## config.mk

```make
export PLATFORM = sky130hd
export DESIGN_NAME = record_pack_base64url_encoder_unit_flat
export DESIGN_NICKNAME = d
export VERILOG_FILES = /design/src/sv/rpb64_pkg.sv /design/src/sv/rpb64_if.sv /design/src/sv/rpb64_front.sv /design/src/sv/rpb64_queue.sv /design/src/sv/rpb64_back.sv /design/src/sv/record_pack_base64url_encoder_unit.sv /design/src/flat_wrapper.sv
export SDC_FILE = /design/constraint.sdc
export NUM_CORES = 1
export LEC_CHECK = 0
export BUFFER_PORTS_ARGS = -buffer_cell sky130_fd_sc_hd__buf_2
export CAP_MARGIN = 20
export CORE_MARGIN = 1.5
export CORE_UTILIZATION = 55
export CTS_CLUSTER_DIAMETER = 200
export DETAILED_ROUTE_END_ITERATION = 8
export PLACE_DENSITY_LB_ADDON = 0.05
export SLEW_MARGIN = 20
export SYNTH_ARGS = -nofsm -noshare
export SYNTH_HDL_FRONTEND = slang
export SYNTH_SLANG_ARGS = --single-unit
```

## constraint.sdc

```tcl
create_clock -name i_clk -period 11.3 [get_ports i_clk]
set_input_delay 2.26 -clock i_clk [delete_from_list [all_inputs] [get_ports i_clk]]
set_output_delay 2.26 -clock i_clk [all_outputs]
set_load 0.05 [all_outputs]
```

## src/sv/rpb64_pkg.sv

```systemverilog
// ----------------------------------------------------------------------------
// rpb64_pkg
// Types, constants and the character table shared by the record packing
// base64url encoder.
// ----------------------------------------------------------------------------
package rpb64_pkg;

    localparam logic [23:0] TS_MAX = 24'hFFFFFF;
    localparam int          Q_DEPTH = 2;

    localparam logic [1:0] CARRY_NONE = 2'd0;
    localparam logic [1:0] CARRY_ONE  = 2'd1;
    localparam logic [1:0] CARRY_TWO  = 2'd2;

    localparam logic [2:0] LAST_IDX_GROUP     = 3'd3;
    localparam logic [2:0] LAST_IDX_FLUSH_ONE = 3'd5;
    localparam logic [2:0] LAST_IDX_FLUSH_TWO = 3'd6;
    localparam logic [2:0] LAST_IDX_TWO_GROUP = 3'd7;

    typedef struct packed {
        logic [47:0] bytes;
        logic [2:0]  last_idx;
        logic        last;
    } t_job;

    typedef struct packed {
        logic       empty;
        logic       full;
        logic [1:0] count;
    } t_q_stat;

    function automatic logic [6:0] sextet_char(input logic [5:0] v);
        logic [6:0] c;
        if (v < 6'd26) begin
            c = 7'd65 + {1'b0, v};
        end else if (v < 6'd52) begin
            c = 7'd71 + {1'b0, v};
        end else if (v < 6'd62) begin
            c = {1'b0, v} - 7'd4;
        end else if (v == 6'd62) begin
            c = 7'd45;
        end else begin
            c = 7'd95;
        end
        return c;
    endfunction

endpackage

```

## src/sv/rpb64_if.sv

```systemverilog
// ----------------------------------------------------------------------------
// rpb64 channel interfaces
// Valid/ready channels for input records and encoded characters.
// ----------------------------------------------------------------------------
interface rpb64_in_if;
    logic        valid;
    logic        ready;
    logic [7:0]  checkpoint;
    logic [31:0] timestamp;
    logic        last_record;

    modport source (output valid, output checkpoint, output timestamp,
                    output last_record, input ready);
    modport sink   (input valid, input checkpoint, input timestamp,
                    input last_record, output ready);
endinterface

interface rpb64_out_if;
    logic       valid;
    logic       ready;
    logic [6:0] character;
    logic       final_char;

    modport source (output valid, output character, output final_char, input ready);
    modport sink   (input valid, input character, input final_char, output ready);
endinterface

```

## src/sv/rpb64_front.sv

```systemverilog
// ----------------------------------------------------------------------------
// rpb64_front
// Accepts records, saturates the timestamp, merges the leftover bytes and
// queues a job of up to six bytes with the index of its last character.
// ----------------------------------------------------------------------------
module rpb64_front (
    input  logic                 i_clk,
    input  logic                 i_rst_n,
    rpb64_in_if.sink             i_in,
    input  rpb64_pkg::t_q_stat   i_q_stat,
    output logic                 o_push,
    output rpb64_pkg::t_job      o_job
);

    logic [15:0] r_carry_bytes;
    logic [1:0]  r_carry_count;
    logic [15:0] n_carry_bytes;
    logic [1:0]  n_carry_count;
    logic [23:0] w_ts;
    logic [31:0] w_rec;

    assign i_in.ready = !i_q_stat.full;
    assign o_push     = i_in.valid && !i_q_stat.full;

    always_comb begin
        w_ts  = (|i_in.timestamp[31:24]) ? rpb64_pkg::TS_MAX : i_in.timestamp[23:0];
        w_rec = {i_in.checkpoint, w_ts};
        o_job.last = i_in.last_record;
        case (r_carry_count)
            rpb64_pkg::CARRY_ONE: begin
                o_job.bytes    = {r_carry_bytes[7:0], w_rec, 8'h00};
                o_job.last_idx = i_in.last_record ? rpb64_pkg::LAST_IDX_FLUSH_TWO
                                                  : rpb64_pkg::LAST_IDX_GROUP;
                n_carry_bytes  = i_in.last_record ? 16'h0000 : w_rec[15:0];
                n_carry_count  = i_in.last_record ? rpb64_pkg::CARRY_NONE
                                                  : rpb64_pkg::CARRY_TWO;
            end
            rpb64_pkg::CARRY_TWO: begin
                o_job.bytes    = {r_carry_bytes, w_rec};
                o_job.last_idx = rpb64_pkg::LAST_IDX_TWO_GROUP;
                n_carry_bytes  = 16'h0000;
                n_carry_count  = rpb64_pkg::CARRY_NONE;
            end
            default: begin
                o_job.bytes    = {w_rec, 16'h0000};
                o_job.last_idx = i_in.last_record ? rpb64_pkg::LAST_IDX_FLUSH_ONE
                                                  : rpb64_pkg::LAST_IDX_GROUP;
                n_carry_bytes  = i_in.last_record ? 16'h0000 : {8'h00, w_rec[7:0]};
                n_carry_count  = i_in.last_record ? rpb64_pkg::CARRY_NONE
                                                  : rpb64_pkg::CARRY_ONE;
            end
        endcase
    end

    always_ff @(posedge i_clk) begin
        if (!i_rst_n) begin
            r_carry_bytes <= 16'h0000;
            r_carry_count <= rpb64_pkg::CARRY_NONE;
        end else if (o_push) begin
            r_carry_bytes <= n_carry_bytes;
            r_carry_count <= n_carry_count;
        end
    end

endmodule

```

## src/sv/rpb64_queue.sv

```systemverilog
// ----------------------------------------------------------------------------
// rpb64_queue
// Two-entry job queue between the front and the back.
// ----------------------------------------------------------------------------
module rpb64_queue (
    input  logic                 i_clk,
    input  logic                 i_rst_n,
    input  logic                 i_push,
    input  rpb64_pkg::t_job      i_job,
    input  logic                 i_pop,
    output rpb64_pkg::t_job      o_head,
    output rpb64_pkg::t_q_stat   o_stat
);

    rpb64_pkg::t_job r_mem [rpb64_pkg::Q_DEPTH];
    logic            r_wr;
    logic            r_rd;
    logic [1:0]      r_count;

    assign o_head       = r_mem[r_rd];
    assign o_stat.count = r_count;
    assign o_stat.empty = (r_count == 2'd0);
    assign o_stat.full  = (r_count == 2'(rpb64_pkg::Q_DEPTH));

    always_ff @(posedge i_clk) begin
        if (i_push) begin
            r_mem[r_wr] <= i_job;
        end
    end

    always_ff @(posedge i_clk) begin
        if (!i_rst_n) begin
            r_wr    <= 1'b0;
            r_rd    <= 1'b0;
            r_count <= 2'd0;
        end else begin
            if (i_push) begin
                r_wr <= ~r_wr;
            end
            if (i_pop) begin
                r_rd <= ~r_rd;
            end
            if (i_push && !i_pop) begin
                r_count <= r_count + 2'd1;
            end else if (i_pop && !i_push) begin
                r_count <= r_count - 2'd1;
            end
        end
    end

endmodule

```

## src/sv/rpb64_back.sv

```systemverilog
// ----------------------------------------------------------------------------
// rpb64_back
// Walks the sextets of the head job, one character per beat, into the
// output register.
// ----------------------------------------------------------------------------
module rpb64_back (
    input  logic                 i_clk,
    input  logic                 i_rst_n,
    input  rpb64_pkg::t_job      i_head,
    input  rpb64_pkg::t_q_stat   i_q_stat,
    output logic                 o_pop,
    rpb64_out_if.source          o_out
);

    logic [2:0] r_idx;
    logic       r_valid;
    logic [6:0] r_char;
    logic       r_final;
    logic       w_load;
    logic       w_take;
    logic       w_end;
    logic [5:0] w_hi;
    logic [5:0] w_sextet;

    always_comb begin
        w_load   = !r_valid || o_out.ready;
        w_take   = w_load && !i_q_stat.empty;
        w_end    = (r_idx == i_head.last_idx);
        o_pop    = w_take && w_end;
        w_hi     = 6'd47 - (6'(r_idx) * 6'd6);
        w_sextet = i_head.bytes[w_hi -: 6];
    end

    assign o_out.valid      = r_valid;
    assign o_out.character  = r_char;
    assign o_out.final_char = r_final;

    always_ff @(posedge i_clk) begin
        if (!i_rst_n) begin
            r_valid <= 1'b0;
            r_idx   <= 3'd0;
        end else if (w_take) begin
            r_valid <= 1'b1;
            r_idx   <= w_end ? 3'd0 : r_idx + 3'd1;
        end else if (w_load) begin
            r_valid <= 1'b0;
        end
    end

    always_ff @(posedge i_clk) begin
        if (w_take) begin
            r_char  <= rpb64_pkg::sextet_char(w_sextet);
            r_final <= i_head.last && w_end;
        end
    end

endmodule

```

## src/sv/record_pack_base64url_encoder_unit.sv

```systemverilog
// A record is written into the job queue; its first character then goes into the output register.
// One character per cycle while the output is ready; a job yields 4, 6, 7 or 8 characters.
// A two-entry job queue lets records enter while earlier characters are still emitted.
// Reset clears the leftover bytes, empties the queue and clears the output valid and sextet index.
// ----------------------------------------------------------------------------
// record_pack_base64url_encoder_unit
// Packs checkpoint/timestamp records into bytes and emits unpadded base64url.
// ----------------------------------------------------------------------------
module record_pack_base64url_encoder_unit (
    input  logic          i_clk,
    input  logic          i_rst_n,
    rpb64_in_if.sink      i_in,
    rpb64_out_if.source   o_out
);

    rpb64_pkg::t_job    w_job;
    rpb64_pkg::t_job    w_head;
    rpb64_pkg::t_q_stat w_q_stat;
    logic               w_push;
    logic               w_pop;

    rpb64_front u_front (
        .i_clk    (i_clk),
        .i_rst_n  (i_rst_n),
        .i_in     (i_in),
        .i_q_stat (w_q_stat),
        .o_push   (w_push),
        .o_job    (w_job)
    );

    rpb64_queue u_queue (
        .i_clk   (i_clk),
        .i_rst_n (i_rst_n),
        .i_push  (w_push),
        .i_job   (w_job),
        .i_pop   (w_pop),
        .o_head  (w_head),
        .o_stat  (w_q_stat)
    );

    rpb64_back u_back (
        .i_clk    (i_clk),
        .i_rst_n  (i_rst_n),
        .i_head   (w_head),
        .i_q_stat (w_q_stat),
        .o_pop    (w_pop),
        .o_out    (o_out)
    );

`ifndef SYNTHESIS
    a_queue_bound: assert property (@(posedge i_clk) disable iff (!i_rst_n)
        w_q_stat.count != 2'd3)
        else $error("job queue count out of range");

    a_no_push_full: assert property (@(posedge i_clk) disable iff (!i_rst_n)
        w_push |-> !w_q_stat.full)
        else $error("job pushed into full queue");

    a_no_pop_empty: assert property (@(posedge i_clk) disable iff (!i_rst_n)
        w_pop |-> !w_q_stat.empty)
        else $error("job popped from empty queue");

    a_pop_after_push: assert property (@(posedge i_clk) disable iff (!i_rst_n)
        (w_q_stat.empty && !w_push) |=> !w_pop)
        else $error("pop without any queued job");
`endif

endmodule
```

## src/flat_wrapper.sv

```systemverilog
// flat-port wrapper written by rule: the top's interface ports become plain ports
module record_pack_base64url_encoder_unit_flat 
  (i_clk, i_rst_n, i_in_valid, i_in_checkpoint, i_in_timestamp, i_in_last_record, i_in_ready, o_out_valid, o_out_character, o_out_final_char, o_out_ready);
  rpb64_in_if i_in_i ();
  rpb64_out_if o_out_i ();
  input  logic i_clk;
  input  logic i_rst_n;
  input wire logic [$bits(i_in_i.valid)-1:0] i_in_valid;
  input wire logic [$bits(i_in_i.checkpoint)-1:0] i_in_checkpoint;
  input wire logic [$bits(i_in_i.timestamp)-1:0] i_in_timestamp;
  input wire logic [$bits(i_in_i.last_record)-1:0] i_in_last_record;
  output wire logic [$bits(i_in_i.ready)-1:0] i_in_ready;
  output wire logic [$bits(o_out_i.valid)-1:0] o_out_valid;
  output wire logic [$bits(o_out_i.character)-1:0] o_out_character;
  output wire logic [$bits(o_out_i.final_char)-1:0] o_out_final_char;
  input wire logic [$bits(o_out_i.ready)-1:0] o_out_ready;
  assign i_in_i.valid = i_in_valid;
  assign i_in_i.checkpoint = i_in_checkpoint;
  assign i_in_i.timestamp = i_in_timestamp;
  assign i_in_i.last_record = i_in_last_record;
  assign i_in_ready = i_in_i.ready;
  assign o_out_valid = o_out_i.valid;
  assign o_out_character = o_out_i.character;
  assign o_out_final_char = o_out_i.final_char;
  assign o_out_i.ready = o_out_ready;
  record_pack_base64url_encoder_unit u_core (.i_clk(i_clk), .i_rst_n(i_rst_n), .i_in(i_in_i), .o_out(o_out_i));
endmodule
```

==> results of run 1 <==
## through the flow
stage	hold WS, ns	worst slack [ns]	utilization (%)	power, mW	cells
after floorplan	0.441	6.01	-	1.48	687
after global placement	0.457	6.43	59.2	1.65	880
after detailed placement	0.461	6.33	59.2	1.68	880
after CTS	0.470	6.32	63.1	2.19	911
after global routing	0.477	5.88	63.1	2.31	911
final	0.474	6.25	63.1	2.20	911
## metal layers
| metal | routed length [µm] | GRT usage (%) | up-vias |
|---|---|---|---|
| met4 | 400 | 8.95 | 0 |
| met5 | 0 | 0 | - |
| met3 | 1410 | 6.36 | 37 |
| li1 | - | - | 2702 |
| met2 | 9050 | 42.3 | 263 |
| met1 | 9030 | 40.4 | 2925 |
## critical path, stage by stage (launching register included)
cell and delay (ns):
dfxtp_1 0.30, buf_4 0.45, ha_1 0.24, inv_1 0.05, fa_2 0.51, buf_4 0.47, clkinv_1 0.45, mux2i_1 0.25
nor3_1 0.06, a2111oi_0 0.35, and3_1 0.33, inv_1 0.16, ha_1 0.30, inv_1 0.10, a41o_1 0.18, o21ai_2 0.10
mux2_2 0.31, a22o_1 0.18
## power by group through the flow
stage | logic, mW | registers, mW | clock network [mW]
2_1_floorplan | 0.708 | 0.767 | 0
3_3_place_gp | 0.939 | 0.714 | 0
3_5_place_dp | 0.959 | 0.718 | 0
4_1_cts | 0.962 | 0.708 | 0.525
5_1_grt | 1.05 | 0.716 | 0.546
6_report | 0.971 | 0.708 | 0.518
## placed cells by master, fill, tap and decap left out, types with 3 or more instances in the layout
cell type,instances
o31ai_1,4
mux2_2,9
nand2_1,53
dfxtp_1,26
nand4_1,3
ha_1,12
a22o_1,3
clkinvlp_4,5
clkbuf_16,17
clkinv_2,3
mux2i_1,29
o21a_1,10
nor2_1,58
inv_1,14
nand3_1,26
xnor2_1,10
a221o_1,8
buf_4,12
a21o_1,3
a21oi_1,16
o21ai_0,47
mux4_2,36
nor2b_1,11
a22oi_1,26
and2_1,19
o211ai_1,3
inv_6,3
o22ai_1,4
and3_1,8
buf_2,54
nand2b_1,6
or3_1,4
nor3_1,7
edfxtp_1,112
a32oi_1,3
nor4_1,4
a211oi_1,11
## flip-flops by register name (all words and copies together) (netlist names), named ones only
register                        count
u_core.u_queue.r_mem              104
u_core.u_front.r_carry_bytes       16
u_core.u_back.o_out.character       7
u_core.u_back.r_idx                 3
u_core.u_front.r_carry_count        2
u_core.u_queue.r_count              2
u_core.u_back.o_out.final_char      1
u_core.u_back.o_out.valid           1
u_core.u_queue.r_rd                 1
u_core.u_queue.r_wr                 1
## how the worst min path moves through the flow
stage	start	slack, ns	endpoint	cells past startpoint
floorplan	u_core.u_front.r_carry_bytes[13]	0.44	u_core.u_front.r_carry_bytes[13]	2
global placement	u_core.u_front.r_carry_bytes[13]	0.46	u_core.u_front.r_carry_bytes[13]	2
detailed placement	u_core.u_front.r_carry_bytes[13]	0.46	u_core.u_front.r_carry_bytes[13]	2
CTS	u_core.u_front.r_carry_bytes[13]	0.47	u_core.u_front.r_carry_bytes[13]	2
global route	u_core.u_front.r_carry_bytes[13]	0.48	u_core.u_front.r_carry_bytes[13]	2
finish	u_core.u_front.r_carry_bytes[13]	0.47	u_core.u_front.r_carry_bytes[13]	2
## synthesized netlist by cell type (all sizes together) (6+ instances only)
cell type / number
a211oi: 13
inv: 15
nor2b: 11
o21a: 10
a21oi: 16
clkbuf: 29
xnor2: 10
mux2i: 30
ha: 12
mux4: 38
nor2: 60
buf: 24
and2: 19
edfxtp: 112
a221o: 8
nand2b: 6
and3: 8
a22oi: 26
nand3: 26
nor3: 9
mux2: 9
nand2: 53
dfxtp: 27
o21ai: 50
## final cells by class
class                           instances  area [µm²]  share of cell area [%]
Sequential cell                       139        3910                    43.9
Multi-Input combinational cell        479        3790                    42.7
Clock buffer                           17         425                    4.78
Timing Repair Buffer                   66         360                    4.05
Tap cell                              180         225                    2.53
Clock inverter                         14         123                    1.38
Inverter                               16        60.1                   0.675
## kinds of logic after synthesis
kind of cell,Yosys count,synth area share (%)
xor+xnor,12,1.31
fa+ha+maj,13,2.12
simple gates,210,12.7
compound gates,167,15.0
flops,139,48.6
mux,77,15.9
buf+inv,69,4.45
==> results by stage, run 1 <==
Worst setup path:
- The worst setup path is launched from a flop.
- The path type of the worst setup path is reg -> reg.
- The nature of the critical path endpoint is a flop.
- The top fanout value on the critical path is 45.
- In this run the worst setup path begins at u_core.u_back.r_idx[0].
- The destination of the critical timing path is u_core.u_back.o_out.character[2].
- The number of cells on the worst reg-to-reg path is 17.
- Data on the critical path is required at its endpoint by 11.48 ns.
- The setup check on the worst reg-to-reg path leaves a slack of 6.25 ns.
- The reg-to-reg endpoint is u_core.u_back.o_out.character[2].
- In this run the critical register-to-register path is launched from u_core.u_back.r_idx[0].
- STA puts the critical path data arrival time at roughly 5.2 ns.

Synth:
- edfxtp_1 takes more of the synthesized area than any other cell.
- By area the synthesized netlist is led by edfxtp_1 (42%), mux4_2 (10%), dfxtp_1 (6.7%).
- The number of enable-type register cells in the synthesized netlist is approximately 110.
- Of the post-synthesis cell area, the dominant cell type holds a little over two fifths.
- The cell count after synthesis is around 690.
- The Yosys step of the flow raised 0 warnings.
- The proportion of register bits with asynchronous set or reset after synthesis is 0%.
- The count of cell types in the netlist is between 70 and 80.
- The share of the yosys chip area belonging to registers is roughly half.
- The post-synthesis cell area is between 8000 and 9000 µm².
- When the netlist entered floorplanning its net count stood at around 750.
- The synthesized design contains between 100 and 150 register bits.
- Among all flip-flop cells after synthesis, the most frequent one is edfxtp_1.
- The mean instance size in the synthesized netlist is about 12 µm².

Power and ir drop:
- The part of the total power dissipated in sequential elements is 32.2%.
- Across the VDD grid, the largest voltage drop is 0.000154 V.
- Of the total power, the clock network draws about a quarter.
- For this design the ratio of total power to cell area is approximately 250 nW/µm².
- The net switching fraction of the power is 38.9%.
- In this run the static leakage power is between 3 and 4 nW.
- The combinational power share is between 40 and 50%.
- The analysis attributes to net switching a power of 0.855 mW.
- Cell internal power was estimated by the tool at about 1.3 mW.

Die:
- Row generation in the floorplan step produced 43 rows.
- The total area inside the core boundary comes to 14100 µm².
- Once the floorplan was initialized, standard cells occupied between 50% and 60% of the core.
- In this run the vertical extent of the chip is 124 µm.
- The number of top-level pins is 55.
- The total die area is 15400 µm².
- The die outline width is around 120 µm.

Timing:
- The relative slew slack is between 30% and 40%.
- The final setup TNS is 0 ns.
- Derived from the worst setup path, the maximum achievable clock frequency is 0.198 GHz.
- The final-report setup violation count is 0.
- The final critical delay including setup and external delays is a little over 5 ns.
- The total count of max-transition violations in the final report is 0.
- At the pin with the least slew margin, the transition time is about 0.94 ns.
- The share of the cycle needed by the critical path after routing is ~45%.
- The final hold violation count is 0.
- The clock skew is 0.00965 ns.
- Setup repair after global routing left no endpoint under its margin.

Layout:
- The antenna diode count is 0.
- After routing the design area is 8890 µm².
- After filler insertion, the fill cell instance count of the layout stands at 1120.
- After the last flow step, the layout net total stands at between 700 and 800.
- The area growth from synthesis to layout is 10.6%.
- The fraction of final layout cells sized beyond drive strength 1 is 21.9%.

Placement:
- The area after detailed placement is around 8300 µm².
- The count of input and output buffers is 54.
- The congestion estimate from routability-driven global placement came to between 0.8 and 0.9.
- Detailed placement ended at an HPWL of 14200 µm.

Global routing:
- The via count of the first global-routing pass came to between 5000 and 6000.
- The first global-routing pass estimated 31700 µm of wire.
- Across every metal layer, demand over resource in global routing totals between 20 and 30%.
- The remaining global-route overflow is 0.
- The initial antenna violation count was 0.
- The largest net degree at the start of global routing is 60.

Clock network:
- The clock-pin slew of the registers on the worst-case setup and hold paths is 0.06 ns.
- The H-tree was split into 4 levels.
- The maximum number of buffers from clock root to sink is 2.
- The number of buffers created by CTS is 17.
- Hold repair after CTS inserted 0 buffers.
- The clock latency on the worst-skew pair is about 0.42 ns.
- The clock tree from TritonCTS is done.
- The count of cells resized by post-cts repair is 0.
- The cell sitting at the root of the clock tree is a clkbuf_16.
- The sink count of the clock tree is ~140.
- Post-CTS timing repair inserted 0 buffers for setup.

Drt:
- The sum of routed wire length over all layers is approximately 20000 µm.
- After detailed routing, the number of remaining DRC violations is 0.
- The total vias in the final route is 5927.
- The count of nets left with antenna violations once routing finished came out at 0.
- The detailed router finished its first iteration with 692 violations.
- Before antenna repair, the detailed router went through 6 iterations.
- Dividing the detail-routed via count by the number of cells gives between 6 and 7.
- In the final routed layout, each cell accounts on average for 21.8 µm.

Min path:
- In this run the worst hold path is classified as reg -> reg.

Flow run:
- The number of violations of the max-capacitance limit is 0.

Run status:
- The flow ran to the end, and the final reports show no timing, DRC or antenna violations.
(Power assumes the default switching activity.)
==> run 2, diff against run 1 <==
--- a/config.mk
+++ b/config.mk
@@ -5,6 +5,7 @@
 export SDC_FILE = /design/constraint.sdc
 export NUM_CORES = 1
 export LEC_CHECK = 0
+export ABC_AREA = 1
 export BUFFER_PORTS_ARGS = -buffer_cell sky130_fd_sc_hd__buf_2
 export CAP_MARGIN = 20
 export CORE_MARGIN = 1.5
==> constraint.sdc (replaced) <==
create_clock -name i_clk -period 4.9 [get_ports i_clk]
set_input_delay 0.98 -clock i_clk [delete_from_list [all_inputs] [get_ports i_clk]]
set_output_delay 0.98 -clock i_clk [all_outputs]
set_load 0.05 [all_outputs]
==> run 2 against run 1 <==
  * Critical path depth up 1
  * Via count increased by 16%
  * Sequential share of layout area rose by 0.48 points
  * Worst setup slack worse by 5.2 ns
  * First-iteration DRC count decreased by 8.2%
  * Clock power rose to 2.8 times the previous value
  * Total power increased to 2.5 times the previous value
  * Synthesized area is 2.8% lower
  * Cell count rose by 30%
  * Sequential cell count did not move
  * Maximum frequency is 32% higher
  * Largest power group unchanged
  * Highest routed layer unchanged
==> results by stage, run 2 <==
Run status:
- The run finished with clean final reports.

Drt:
- The initial detailed-routing violation count is 635 (-8.2%).
- The count of antenna-violating nets left after detailed routing is 0 (unchanged).
- The sum of routed wire length over all layers is 21100 µm (+6.1%).
- The number of DRC violations after detailed routing is 0 (unchanged).
- The average wire per cell in the routed design was 17.9 µm (-18%).
- The first-pass iteration count of the detailed router is 6 (unchanged).
- The total vias in the final route is 6902 (+16%).
- The average via count per standard cell is 5.85 (-10%).

Clock network:
- The maximum level of the CTS H-tree is 4 (unchanged).
- The clock latency on the worst-skew pair was 0.43 ns (about the same).
- The tree is rooted in a clkbuf_16.
- The number of buffers inserted to repair setup after CTS is 0 (unchanged).
- The count of cells resized by post-cts repair is 0 (unchanged).
- The number of buffers created by CTS was 17 (unchanged).
- The sink count of the clock tree was 139 (unchanged).
- The maximum number of buffers from clock root to sink came to 2 (unchanged).
- The number of buffers added to fix hold violations after cts is 0 (unchanged).
- The clock-pin slew of the registers on the worst-case setup and hold paths is 0.06 ns (about the same).
- The clock tree from TritonCTS is done.

Die:
- The initial core utilization is 56.3% (-0.74 points).
- The total die area is 14900 µm² (-2.7%).
- The height of the chip is 122 µm (-1.4%).
- The core area came to 13900 µm² (-1.5%).
- The row count is 43 (unchanged).
- The number of top-level pins is 55 (unchanged).
- The die outline width is 122 µm (-1.4%).

Worst setup path:
- The startpoint identified for the worst register-to-register timing path is u_core.u_back.r_idx[2].
- The arrival time at the worst endpoint is 4.02 ns (-1.21 ns).
- STA classifies the critical path startpoint as a flop.
- The data required time at the worst endpoint was 5.09 ns (-6.39 ns).
- The number of buffer and inverter instances along the worst setup path was 3 (-3).
- Grouping stages by cell kind, the critical path spends the most delay in adder cells.
- The cell with the most instances on the worst path is nand2_1.
- The nature of the critical path endpoint is a flop.
- The stage delay of the slowest cell on the critical path came to 1.05 ns (+0.54 ns).
- The slowest cell on the critical path is fa_1.
- The top fanout value on the critical path is 21 (-53%).
- The critical path is of the reg -> reg type.
- Traced cell by cell, the critical path runs through inv_1, fa_1, inv_1, nand3_1, nand2_1, nor2_1, nand2_1, nand2_1, nand2_1, nor2_4, inv_1, ha_1, a21oi_1, xnor2_1, nor2_1, nor2_1, nand2_1, nand2_1.
- The reg-to-reg endpoint is u_core.u_back.o_out.character[4].
- The logic depth of the worst register-to-register path is 18 (+1).
- The reg-to-reg setup timing slack is 1.07 ns (-5.18 ns).

Placement:
- The detailed-placement wirelength estimate is 15400 µm (+8.0%).
- The count of input and output buffers is 54 (unchanged).
- The placed cell count was 1147 (+30%).
- The weighted congestion at the end of routability-driven global placement is 0.963 (+8.2%).

Timing:
- The measured slew at the worst slew-check pin came to 1.08 ns (+0.134 ns).
- The relative slew slack is 28.0% (-8.9 points).
- The share of the cycle needed by the critical path after routing is 78.2% (+34 points).
- The highest clock rate is 0.261 GHz (+32%).
- The final hold violation count is 0 (unchanged).
- The final setup TNS is 0 ns (unchanged).
- The total count of max-transition violations in the final report is 0 (unchanged).
- The clock skew is 0.00850 ns (-0.00115 ns).
- Setup repair after global routing left no endpoint under its margin.
- The final-report setup violation count is 0 (unchanged).
- The final critical delay including setup and external delays is 3.83 ns (-1.22 ns).

Global routing:
- The remaining global-route overflow is 0 (unchanged).
- The largest net degree at the start of global routing came to 53 (-12%).
- The aggregate global-route resource usage is 30.0% (+2.1 points).
- The via count of the first global-routing pass is 6471 (+13%).
- The initial antenna violation count is 0 (unchanged).
- The wire length of the first global-routing pass is 33900 µm (+6.7%).

Synth:
- The net count after synthesis is 1005 (+35%).
- The number of enable-type register cells in the synthesized netlist is 112 (unchanged).
- The area share of the leading cell type in the synthesized netlist is 43.0% (+1.2 points).
- The most common cell in the synthesized netlist is nand2_1.
- The proportion of register bits with asynchronous set or reset after synthesis is 0% (unchanged).
- The count of cell types in the netlist is 40 (-48%).
- The mean instance size in the synthesized netlist is 8.25 µm² (-29%).
- The cell count after synthesis came to 947 (+38%).
- In the post-synthesis netlist, the biggest area contributors are edfxtp_1 (43%), nand2_1 (16%), nand3_1 (10%).
- The commonest register cell after synthesis is edfxtp_1.
- The total of warnings raised by yosys is 0 (unchanged).
- The post-synthesis cell area came to 7810 µm² (-2.8%).
- The share of the yosys chip area belonging to registers came to 50.0% (+1.4 points).
- The flip-flop and latch count after synthesis is 139 (unchanged).
- Sorting the synthesized cells by how often they occur yields nand2_1 (327), nand3_1 (160), edfxtp_1 (112).
- The biggest area contributor in the post-synthesis netlist is edfxtp_1.

Layout:
- The number of nets at the end of the flow came to 1045 (+34%).
- The top cell types in the final layout, fill and taps aside, are nand2_1 (327), nand3_1 (160), edfxtp_1 (112), buf_2 (54), inv_1 (53).
- The final non-filler cell total is 1180 (+30%).
- The number of inserted filler cells in the final layout was 1197 (+6.9%).
- From synthesis to final layout, the design area changed by 12.6%.
- The flip-flop count of the largest register, all copies and words added is 104 (unchanged).
- The area taken by flip-flops and latches is 3900 µm² (about the same).
- The largest register by flop count is u_core.u_queue.r_mem.
- The post-route core utilization is 63.4% (+0.27 points).
- Leaving out fill and tap cells, the most frequent cell in the layout is nand2_1.
- The antenna diode count was 0 (unchanged).
- The fraction of final layout cells sized beyond drive strength 1 is 13.8% (-8.1 points).
- The area of the multi-input gates is 3380 µm² (-11%).

Min path:
- For hold timing, the worst endpoint is u_core.u_front.r_carry_bytes[13].
- The depth of the worst hold-timing path was 2 (unchanged).
- The startpoint identified for the worst hold timing path is u_core.u_front.r_carry_bytes[13].
- The worst hold path belongs to the class reg -> reg.

Power and ir drop:
- The clock group share of total power came to 25.8% (+2.2 points).
- The net switching fraction of the power came to 42.2% (+3.3 points).
- The power per unit of standard cell area is 630 nW/µm² (+150%).
- The reported net switching power came to 2.34 mW (+170%).
- The part of the total power dissipated in sequential elements is 28.0% (-4.2 points).
- The internal power contribution was 3.20 mW (+140%).
- The combinational power share is 46.2% (+2.0 points).
- The largest voltage drop on the vdd net is 0.000267 V (+74%).
- The leakage dissipation is 3.63 nW (+19%).

Flow run:
- The number of violations of the max-capacitance limit is 0 (unchanged).
## run 2: cell count changes in the layout (fill, tap and decap cells not counted), moves of 17 or more
| cell | before | now |
|---|---|---|
| o221ai_1 | 0 | 17 |
| mux2i_1 | 29 | 0 |
| nand3_1 | 26 | 160 |
| o21ai_0 | 47 | 24 |
| a22oi_1 | 26 | 5 |
| and2_1 | 19 | 0 |
| inv_1 | 14 | 53 |
| nand2_1 | 53 | 327 |
| mux4_2 | 36 | 0 |
| a21oi_1 | 16 | 39 |
## run 2: cell type report
cell class,instances,share of cell area [%]
Clock buffer,21,5.35
Clock inverter,11,2.16
Inverter,64,2.79
Multi-Input combinational cell,698,38.5
Sequential cell,139,44.4
Tap cell,180,2.56
Timing Repair Buffer,67,4.27
## run 2: worst register-to-register path, delay by kind of cell, from the launching register on
family	cells	cell delay, ns
flip-flops	1	0.45
AO/OA/AOI/OAI	1	0.22
adder cells (fa/ha/maj)	2	1.29
AND/OR/NAND/NOR	11	1.00
buffers and inverters	3	0.51
XOR/XNOR	1	0.12
## run 2: kinds of logic (layout without fill, tap and decap cells)
group | count (synthesis) | count (layout) | synth area share [%]
buffers and inverters | 110 | 163 | 6.92
flip-flops | 139 | 139 | 50.0
XOR/XNOR | 9 | 9 | 1.01
adder cells (fa/ha/maj) | 13 | 13 | 2.18
AND/OR/NAND/NOR | 569 | 569 | 31.6
AO/OA/AOI/OAI | 107 | 107 | 8.33
## run 2: worst max-delay path by stage
stage	from	end	cells after the start
6_report	u_core.u_back.r_idx[2]	u_core.u_back.o_out.character[4]	18
5_1_grt	u_core.u_back.r_idx[1]	u_core.u_back.o_out.character[5]	20
4_1_cts	u_core.u_back.r_idx[2]	u_core.u_back.o_out.character[4]	18
3_5_place_dp	u_core.u_back.r_idx[2]	u_core.u_back.o_out.character[4]	18
3_3_place_gp	u_core.u_back.r_idx[1]	u_core.u_back.o_out.character[4]	19
2_1_floorplan	i_in_valid	u_core.u_queue.r_mem[1][0]	3
## run 2: power groups by stage
stage                     Sequential [mW]  Clock, mW  Combinational, mW
after global routing                 1.56       1.48               2.84
final                                1.55       1.43               2.56
after detailed placement             1.57          0               2.51
after global placement               1.57          0               2.47
after floorplan                      1.70          0               1.80
after CTS                            1.55       1.43               2.52
## run 2: metal layers
metal | vias up | wire length (µm) | global-route usage [%]
li1 | 3298 | - | -
met1 | 3250 | 9290 | 42.0
met2 | 322 | 9690 | 47.8
met3 | 32 | 1780 | 5.71
met4 | 0 | 354 | 8.94
met5 | - | 0 | 0
## run 2: per-stage QoR
stage / power [mW] / hold slack (ns) / setup WS, ns / cell area [µm²]
after floorplan: 3.50 / 0.445 / 0.917 / 7810
after global placement: 4.04 / 0.455 / 1.28 / 8120
after detailed placement: 4.08 / 0.456 / 1.15 / 8120
after CTS: 5.50 / 0.465 / 1.12 / 8780
after global routing: 5.89 / 0.499 / 0.751 / 8790
final: 5.54 / 0.465 / 1.07 / 8790
